<file path="config.mk">
export PLATFORM = sky130hd
export DESIGN_NAME = round_robin_thread_scheduler
export DESIGN_NICKNAME = d
export VERILOG_FILES = /design/src/design/rrts_pkg.sv /design/src/design/round_robin_thread_scheduler.sv
export SDC_FILE = /design/constraint.sdc
export NUM_CORES = 2
export LEC_CHECK = 0
export ABC_AREA = 0
export BUFFER_PORTS_ARGS = -buffer_cell sky130_fd_sc_hd__buf_2
export CORE_MARGIN = 8
export CORE_UTILIZATION = 60
export DETAILED_ROUTE_END_ITERATION = 8
export PLACE_DENSITY = 0.81
export SYNTH_ARGS = -nofsm -noshare
export SYNTH_HDL_FRONTEND = slang
export SYNTH_SLANG_ARGS = --single-unit
</file>
<file path="constraint.sdc">
create_clock -name clk -period 22.8 [get_ports clk]
set_input_delay 0 -clock clk [delete_from_list [all_inputs] [get_ports clk]]
set_output_delay 0 -clock clk [all_outputs]
set_load 0.01 [all_outputs]
</file>
<file path="src/design/rrts_pkg.sv">
`default_nettype none
// ----------------------------------------------------------------------------
// rrts_pkg
// Shared constants for the round-robin thread scheduler: thread states,
// request codes, status codes and parameter defaults.
// ----------------------------------------------------------------------------
package rrts_pkg;

  localparam int MAX_THREADS_DEF   = 16;
  localparam int SLEEP_BITS_DEF    = 16;
  localparam int CPU_TIME_BITS_DEF = 32;

  localparam logic [2:0] ST_EMPTY    = 3'd0;
  localparam logic [2:0] ST_NEW      = 3'd1;
  localparam logic [2:0] ST_READY    = 3'd2;
  localparam logic [2:0] ST_RUNNING  = 3'd3;
  localparam logic [2:0] ST_SLEEPING = 3'd4;

  localparam logic [2:0] REQ_TICK    = 3'd0;
  localparam logic [2:0] REQ_CREATE  = 3'd1;
  localparam logic [2:0] REQ_READY   = 3'd2;
  localparam logic [2:0] REQ_SLEEP   = 3'd3;
  localparam logic [2:0] REQ_AWAKEN  = 3'd4;
  localparam logic [2:0] REQ_RELINQ  = 3'd5;

  localparam logic [1:0] STS_OK      = 2'd0;
  localparam logic [1:0] STS_FULL    = 2'd1;
  localparam logic [1:0] STS_UNKNOWN = 2'd2;

endpackage
`default_nettype wire

</file>
<file path="src/design/round_robin_thread_scheduler.sv">
`default_nettype none
// ----------------------------------------------------------------------------
// round_robin_thread_scheduler
// Thread table with round-robin selection and per-thread sleep timers.
// ----------------------------------------------------------------------------
// One request is taken at a time. Create, make ready, awaken, a tick with
// locks held and unused codes need no scheduling pass. A tick, sleep or
// relinquish runs a scheduling pass over the thread table, which sits in a
// memory with one read port and one write port: one entry read and one
// written back per cycle. A finished result is held in the output register
// while the next request is accepted; a result still waiting there when the
// next one is ready holds the block until it is taken. Slots past the thread
// count read as empty, so no clearing pass is needed after reset.
// ----------------------------------------------------------------------------
module round_robin_thread_scheduler #(
  parameter int MAX_THREADS   = rrts_pkg::MAX_THREADS_DEF,
  parameter int SLEEP_BITS    = rrts_pkg::SLEEP_BITS_DEF,
  parameter int CPU_TIME_BITS = rrts_pkg::CPU_TIME_BITS_DEF
) (
  input  wire logic        clk,
  input  wire logic        rst_n,
  input  wire logic        in_tvalid,
  output logic             in_tready,
  // thread_id[3:0], sleep_ticks[19:4], sleep_forever[20], locks_held[21]
  input  wire logic [23:0] in_tdata,
  // req_type[2:0]
  input  wire logic [2:0]  in_tuser,
  output logic             out_tvalid,
  input  wire logic        out_tready,
  // running_thread[3:0], switched[4], switch_pending[5], status[7:6],
  // new_thread_id[11:8], running_cpu_time[43:12]
  output logic [47:0]      out_tdata
);
  import rrts_pkg::*;

  localparam int IW = (MAX_THREADS > 1) ? $clog2(MAX_THREADS) : 1;
  localparam int CW = IW + 1;
  localparam logic [CW-1:0] MAXC = CW'(MAX_THREADS);
  localparam logic [IW-1:0] LAST = IW'(MAX_THREADS - 1);

  typedef struct packed {
    logic [2:0]               st;
    logic                     fv;
    logic [SLEEP_BITS-1:0]    sl;
    logic [CPU_TIME_BITS-1:0] cpu;
  } ent_t;

  typedef enum logic [2:0] {
    S_IDLE, S_EXEC, S_MOD, S_SWEEP, S_FIXA, S_FIXB, S_PUSH
  } state_t;

  ent_t mem [MAX_THREADS];
  ent_t rd_q;
  logic [IW-1:0] rd_a_r;

  state_t state_r;
  logic [2:0]  req_r;
  logic [3:0]  tid_r;
  logic [15:0] ticks_r;
  logic        fv_r, locks_r;
  logic [CW-1:0] total_r, rc_r;
  logic [IW-1:0] cur_r, addr_r, cand_r, new_id_r;
  logic        pend_r, v0_r, p_vld_r, found_r, sw_r;
  logic [1:0]  status_r;
  logic [CPU_TIME_BITS-1:0] cur_cpu_r;
  ent_t        cand_ent_r, cur_ent_r;

  logic          rd_en, we;
  logic [IW-1:0] rd_a, wa;
  ent_t          wd, rd_fix, upd;
  logic [CW+3:0] tid_big;
  logic [IW-1:0] tid_a;
  logic          tid_ok;
  logic [SLEEP_BITS+15:0] tk_big;
  logic [SLEEP_BITS-1:0]  tk;
  logic [SLEEP_BITS-1:0]  sl_dec;
  logic [IW+3:0]          cur_big, new_big;
  logic [CPU_TIME_BITS+31:0] cpu_big;

  assign tid_big = {{CW{1'b0}}, tid_r};
  assign tid_a   = tid_big[IW-1:0];
  assign tid_ok  = tid_big < {4'b0, total_r};
  assign tk_big  = {{SLEEP_BITS{1'b0}}, ticks_r};
  assign tk      = (tk_big[SLEEP_BITS-1:0] == '0) ? SLEEP_BITS'(1) : tk_big[SLEEP_BITS-1:0];
  assign in_tready = (state_r == S_IDLE);

  always_comb begin
    rd_fix = rd_q;
    if ({1'b0, rd_a_r} >= total_r) begin
      rd_fix.st = ST_EMPTY;
    end else if (rd_a_r == '0 && !v0_r) begin
      rd_fix.st  = ST_RUNNING;
      rd_fix.fv  = 1'b0;
      rd_fix.cpu = '0;
    end
    sl_dec = rd_fix.sl - SLEEP_BITS'(1);
    upd = rd_fix;
    if (rd_fix.st == ST_SLEEPING) begin
      if (!rd_fix.fv) begin
        upd.sl = sl_dec;
        if (sl_dec == '0) upd.st = ST_READY;
      end
    end else if (rd_fix.st == ST_RUNNING) begin
      upd.cpu = rd_fix.cpu + CPU_TIME_BITS'(1);
    end
  end

  always_comb begin
    rd_en = 1'b0;
    rd_a  = '0;
    we    = 1'b0;
    wa    = '0;
    wd    = rd_fix;
    unique case (state_r)
      S_EXEC: begin
        if (req_r == REQ_CREATE) begin
          we = total_r < MAXC;
          wa = total_r[IW-1:0];
          wd = '{st: ST_NEW, fv: 1'b0, sl: '0, cpu: '0};
        end else if ((req_r == REQ_READY || req_r == REQ_AWAKEN) && tid_ok) begin
          rd_en = 1'b1;
          rd_a  = tid_a;
        end else if (req_r == REQ_SLEEP) begin
          rd_en = 1'b1;
          rd_a  = cur_r;
        end
      end
      S_MOD: begin
        wa = rd_a_r;
        if (req_r == REQ_SLEEP) begin
          we    = 1'b1;
          wd.st = ST_SLEEPING;
          wd.fv = fv_r;
          wd.sl = tk;
        end else if (req_r == REQ_READY) begin
          we    = 1'b1;
          wd.st = ST_READY;
        end else begin
          we    = rd_fix.st == ST_SLEEPING;
          wd.st = ST_READY;
        end
      end
      S_SWEEP: begin
        rd_en = rc_r != MAXC;
        rd_a  = addr_r;
        we    = p_vld_r;
        wa    = rd_a_r;
        wd    = upd;
      end
      S_FIXA: begin
        we    = found_r;
        wa    = cand_r;
        wd    = cand_ent_r;
        wd.st = ST_RUNNING;
      end
      S_FIXB: begin
        we    = found_r && cur_ent_r.st == ST_RUNNING;
        wa    = cur_r;
        wd    = cur_ent_r;
        wd.st = ST_READY;
      end
      default: begin
      end
    endcase
  end

  always_ff @(posedge clk) begin
    if (we) mem[wa] <= wd;
  end

  always_ff @(posedge clk) begin
    if (rd_en) begin
      rd_q   <= mem[rd_a];
      rd_a_r <= rd_a;
    end
  end

  assign cur_big = {4'b0, cur_r};
  assign new_big = {4'b0, new_id_r};
  assign cpu_big = {32'b0, cur_cpu_r};

  always_ff @(posedge clk) begin
    if (!rst_n) begin
      state_r    <= S_IDLE;
      total_r    <= CW'(1);
      cur_r      <= '0;
      pend_r     <= 1'b0;
      v0_r       <= 1'b0;
      cur_cpu_r  <= '0;
      p_vld_r    <= 1'b0;
      found_r    <= 1'b0;
      rc_r       <= '0;
      out_tvalid <= 1'b0;
    end else begin
      if (we && wa == '0) v0_r <= 1'b1;
      if (out_tvalid && out_tready && state_r != S_PUSH) out_tvalid <= 1'b0;
      unique case (state_r)
        S_IDLE: begin
          if (in_tvalid) begin
            req_r    <= in_tuser;
            tid_r    <= in_tdata[3:0];
            ticks_r  <= in_tdata[19:4];
            fv_r     <= in_tdata[20];
            locks_r  <= in_tdata[21];
            status_r <= STS_OK;
            new_id_r <= '0;
            sw_r     <= 1'b0;
            state_r  <= S_EXEC;
          end
        end
        S_EXEC: begin
          rc_r    <= '0;
          addr_r  <= (cur_r == LAST) ? '0 : cur_r + IW'(1);
          found_r <= 1'b0;
          p_vld_r <= 1'b0;
          unique case (req_r)
            REQ_TICK: begin
              if (locks_r) begin
                pend_r  <= 1'b1;
                state_r <= S_PUSH;
              end else begin
                pend_r  <= 1'b0;
                state_r <= S_SWEEP;
              end
            end
            REQ_CREATE: begin
              state_r <= S_PUSH;
              if (total_r < MAXC) begin
                new_id_r <= total_r[IW-1:0];
                total_r  <= total_r + CW'(1);
              end else begin
                status_r <= STS_FULL;
              end
            end
            REQ_READY, REQ_AWAKEN: begin
              if (tid_ok) begin
                state_r <= S_MOD;
              end else begin
                status_r <= STS_UNKNOWN;
                state_r  <= S_PUSH;
              end
            end
            REQ_SLEEP: state_r <= S_MOD;
            REQ_RELINQ: begin
              pend_r  <= 1'b0;
              state_r <= S_SWEEP;
            end
            default: state_r <= S_PUSH;
          endcase
        end
        S_MOD: begin
          if (req_r == REQ_SLEEP) begin
            pend_r  <= 1'b0;
            state_r <= S_SWEEP;
          end else begin
            state_r <= S_PUSH;
          end
        end
        S_SWEEP: begin
          p_vld_r <= rd_en;
          if (rd_en) begin
            rc_r   <= rc_r + CW'(1);
            addr_r <= (addr_r == LAST) ? '0 : addr_r + IW'(1);
          end
          if (p_vld_r) begin
            if (upd.st == ST_READY && !found_r && rd_a_r != cur_r) begin
              found_r    <= 1'b1;
              cand_r     <= rd_a_r;
              cand_ent_r <= upd;
            end
            if (rd_a_r == cur_r) cur_ent_r <= upd;
          end
          if (!rd_en && !p_vld_r) state_r <= S_FIXA;
        end
        S_FIXA: state_r <= S_FIXB;
        S_FIXB: begin
          if (found_r) begin
            cur_r     <= cand_r;
            cur_cpu_r <= cand_ent_r.cpu;
            sw_r      <= 1'b1;
          end else begin
            cur_cpu_r <= cur_ent_r.cpu;
          end
          state_r <= S_PUSH;
        end
        S_PUSH: begin
          if (!out_tvalid || out_tready) begin
            out_tvalid <= 1'b1;
            out_tdata  <= {4'b0, cpu_big[31:0], new_big[3:0], status_r, pend_r, sw_r,
                           cur_big[3:0]};
            state_r    <= S_IDLE;
          end
        end
        default: state_r <= S_IDLE;
      endcase
    end
  end

endmodule
`default_nettype wire

</file>
==> metrics.md <==
| Metric | Value |
|---|---|
| Status | `finished, final reports clean` |
| Simple-gate share of the synthesized area | `4.659%` |
| Cts bufs inserted | `104` |
| Top cell type's share of synthesized area | `69.11%` |
| Top_reg_cell synth | `edfxtp_1` |
| Area of the multi-input gates | `12,610 um^2` |
| Initial Util | `60.39%` |
| Die footprint | `86,880 um^2` |
| Count leader, synth | `edfxtp_1` |
| DRT Pass-1 Iters | `6` |
| Top cells by area, synth | `edfxtp_1 (69%), mux2_2 (8.2%), dfxtp_1 (2.3%)` |
| Area delta synth->final | `11.39%` |
| Slew HR | `about a tenth` |
| Clock Latency Late Sink | `0.68 ns` |
| Antenna violation net count after detailed routing | `0` |
| # Post-CTS Setup Buffers | `0` |
| CP peak stage delay | `a little over 0.9 ns` |
| Share of layout cells above drive strength 1 | `23.08%` |
| CTS tree | `yes` |
| Max Slew Vio Count | `0` |
| Leakage | `16.84 nW` |
| Root Driver | `clkbuf_16` |
| Core Util, Final | `around two thirds` |
| Internal | `3.924 mW` |
| Largest net degree at the start of global routing | `146` |
| Critical Path, Cell by Cell | `or3b_1 -> or4_4 -> a21oi_4 -> a21boi_4 -> inv_8 -> buf_4 -> buf_4 -> mux2_2 -> a222oi_1 -> a211oi_2` |
| Arrival time worst endpoint | `between 6 and 7 ns` |
| Via/cell ratio | `between 6 and 7` |
| Post-synth EDFFs | `1,073` |
| Dominant cell type by area after synthesis | `edfxtp_1` |
| Inst Count DP | `3,941` |
| Layout Cells excl Fill | `4,164` |
| RSZ-0062 raised after global routing | `false` |
| Delay-heaviest family, CP | `buffers and inverters` |
| Slowest CP cell | `buf_4` |
| # port buffers | `74` |
| Asr flop ratio synth | `0%` |
| Worst VDD drop | `76.10 uV` |
| Endpoints failing setup | `0` |
| Post-Synth XOR/XNOR Area | `under 10%` |
| Final hold vios | `0` |
| Crit path kind | `flip-flop to flip-flop` |
| Initial DRC count | `3,668` |
| Avg Cell Area, Syn | `15.88 um^2` |
| Netlist Area Pre-Place | `46,620 um^2` |
| Critical-path maximum fanout | `145` |
| Ant diodes | `0` |
| Final setup TNS | `0 ns` |
| CP Capture Type | `flip-flop` |
| Die W | `294.8 um` |
| Sw power | `1.564 mW` |
| Mapped Cells | `2,936` |
| Synth Warn # | `0` |
| DR vias | `27,726` |
| CTS Sinks | `1,127` |
| Buf+Inv Stages, Crit Path | `3` |
| Filler cell count | `about 5,000` |
| Core Region | `77,210 um^2` |
| FF+latch count, synth | `1,127` |
| Comb pwr share | `19.5%` |
| Ports | `81` |
| Post-route clock skew | `0.02599 ns` |
| Register Area | `33,310 um^2` |
| Synth Area in Compound Gates | `about a tenth` |
| Post-layout min period | `between 6 and 7 ns` |
| Largest family of logic cells by synthesized area | `multiplexers` |
| Unique masters post-synth | `81` |
| Most common cell on crit path | `buf_4` |
| Final GP Congestion | `0.9266` |
| CTS Buffer Depth | `3` |
| HPWL Detailed | `63,680 um` |
| Worst Setup Start Kind | `flip-flop` |
| Pwr Density | `105.7 nW/um^2` |
| Post-synthesis mux area share | `approximately 11%` |
| Vias in the first global route | `27,787` |
| Die Span Y | `~290 um` |
| Sequential area share after synthesis | `between 70% and 80%` |
| WL final | `roughly 120,000 um` |
| Tcrit/Tclk final | `approximately 28%` |
| Adder-Cell Fraction of Synth Area | `0.4830%` |
| Max Cap Violations | `0` |
| Grt total ovfl | `0` |
| First-pass GRT wire length | `171,900 um` |
| Slew @ Worst Pin | `1.356 ns` |
| Worst path required time | `roughly 23 ns` |
| Overall routing resource usage | `26.29%` |
| Clock Power Share | `31.6%` |
| Final net count | `3,086` |
| Avg WL per Cell | `27.99 um` |
| Fmax | `0.1566 GHz` |
| Clock transition at path regs | `0.06 ns` |
| Switching Fraction | `between 20% and 30%` |
| H-tree depth | `3` |
| Commonest cells in the netlist | `edfxtp_1 (1,073), mux2_2 (341), nand2_1 (166)` |
| Hold Path Class | `input port to flip-flop` |
| Initial antenna violation count | `3` |
| Seq pwr share | `48.9%` |
| Post-route DRC | `0` |
| Row count | `between 100 and 150` |
-- logic make-up after synthesis --
kind of cell,after synthesis
compound gates,588
xor+xnor,63
fa+ha+maj,18
buf+inv,210
flops,1127
mux,463
other cells,1
simple gates,466
-- routing by layer --
metal | wire [um] | GRT usage [%] | up-vias
met3 | 14790 | 5.158 | 281
met5 | 13 | 0 | -
met1 | 43770 | 36.14 | 13755
met2 | 54110 | 41.59 | 1860
li1 | - | - | 11828
met4 | 3871 | 10.21 | 2
-- final cells by class --
class                      instances  area share [%]
sequential                      1127           64.13
multi-input combinational       1602           24.29
clock buffer                     127           5.254
tap                             1040           2.505
timing repair buffer             174           2.298
clock inverter                    66           1.308
inverter                          28          0.2168
-- path summary, 6_finish.rpt --
check	startpoint	end	slack [ns]	cells after the start
hold reg to reg	sw_r	out_tdata[4]	0.42	0
setup / recovery	state_r[0]	rd_q[14]	16.41	10
setup reg to reg	state_r[0]	rd_q[14]	16.41	10
hold / removal	in_tdata[20]	fv_r	0.05	2
-- placed cells by master (no fill, tap or decap), drive strengths merged, types with 14 or more instances in the layout --
cell type | Yosys | routed
a211oi | 53 | 53
nand4 | 16 | 16
mux2i | 93 | 93
o211a | 35 | 35
nor2 | 131 | 131
o21ai | 49 | 49
edfxtp | 1073 | 1073
o22ai | 126 | 126
xor2 | 17 | 17
a21o | 60 | 60
a21oi | 101 | 101
or3 | 14 | 14
clkinv | 0 | 50
a31oi | 14 | 14
mux2 | 370 | 370
a222oi | 55 | 55
nand3 | 24 | 24
buf | 76 | 144
ha | 18 | 18
nand2 | 166 | 166
clkbuf | 106 | 128
xnor2 | 46 | 46
nor3 | 35 | 35
dfxtp | 54 | 54
dlygate4sd3 | 0 | 29
inv | 28 | 29
-- power groups by stage --
stage | logic, mW | clock network, mW | registers, mW
after detailed placement | 1.03 | 0 | 2.72
after floorplan | 0.675 | 0 | 2.69
after global placement | 0.975 | 0 | 2.72
after global routing | 1.13 | 1.83 | 2.69
final | 1.07 | 1.74 | 2.68
after CTS | 1.04 | 1.75 | 2.68
-- per-stage QoR --
| stage | worst slack [ns] | power [mW] | hold WS, ns | area (um^2) |
|---|---|---|---|---|
| 2_1_floorplan | 14.85 | 3.361 | 0.09887 | 46640 |
| 3_3_place_gp | 16.63 | 3.695 | 0.1778 | 48220 |
| 3_5_place_dp | 16.52 | 3.751 | 0.1787 | 48220 |
| 4_1_cts | 16.51 | 5.468 | 0.01937 | 51920 |
| 5_1_grt | 16.22 | 5.644 | 0.04486 | 51940 |
| 6_report | 16.41 | 5.488 | 0.04726 | 51940 |
-- sequential cells by signal, summed over array words and instances, names as in the netlist, 2 cells and up --
| name | count |
|---|---|
| mem | 832 |
| req_r | 3 |
| rd_q | 36 |
| cur_cpu_r | 32 |
| total_r | 5 |
| rd_fix | 16 |
| status_r | 2 |
| cand_ent_r | 49 |
| state_r | 3 |
| tid_a | 4 |
| out_tdata | 44 |
| rd_a_r | 4 |
| cur_r | 4 |
| addr_r | 4 |
| cur_ent_r | 52 |
| new_id_r | 4 |
| rc_r | 5 |
| cand_r | 4 |
| ticks_r | 16 |
-- what timing repair did --
action / in CTS / in global routing
hold endpoints to repair: 34 / 0
hold buffers: 29 / 0
gates resized for setup: 0 / 0
No activity file was read; power rests on OpenSTA's default activity.
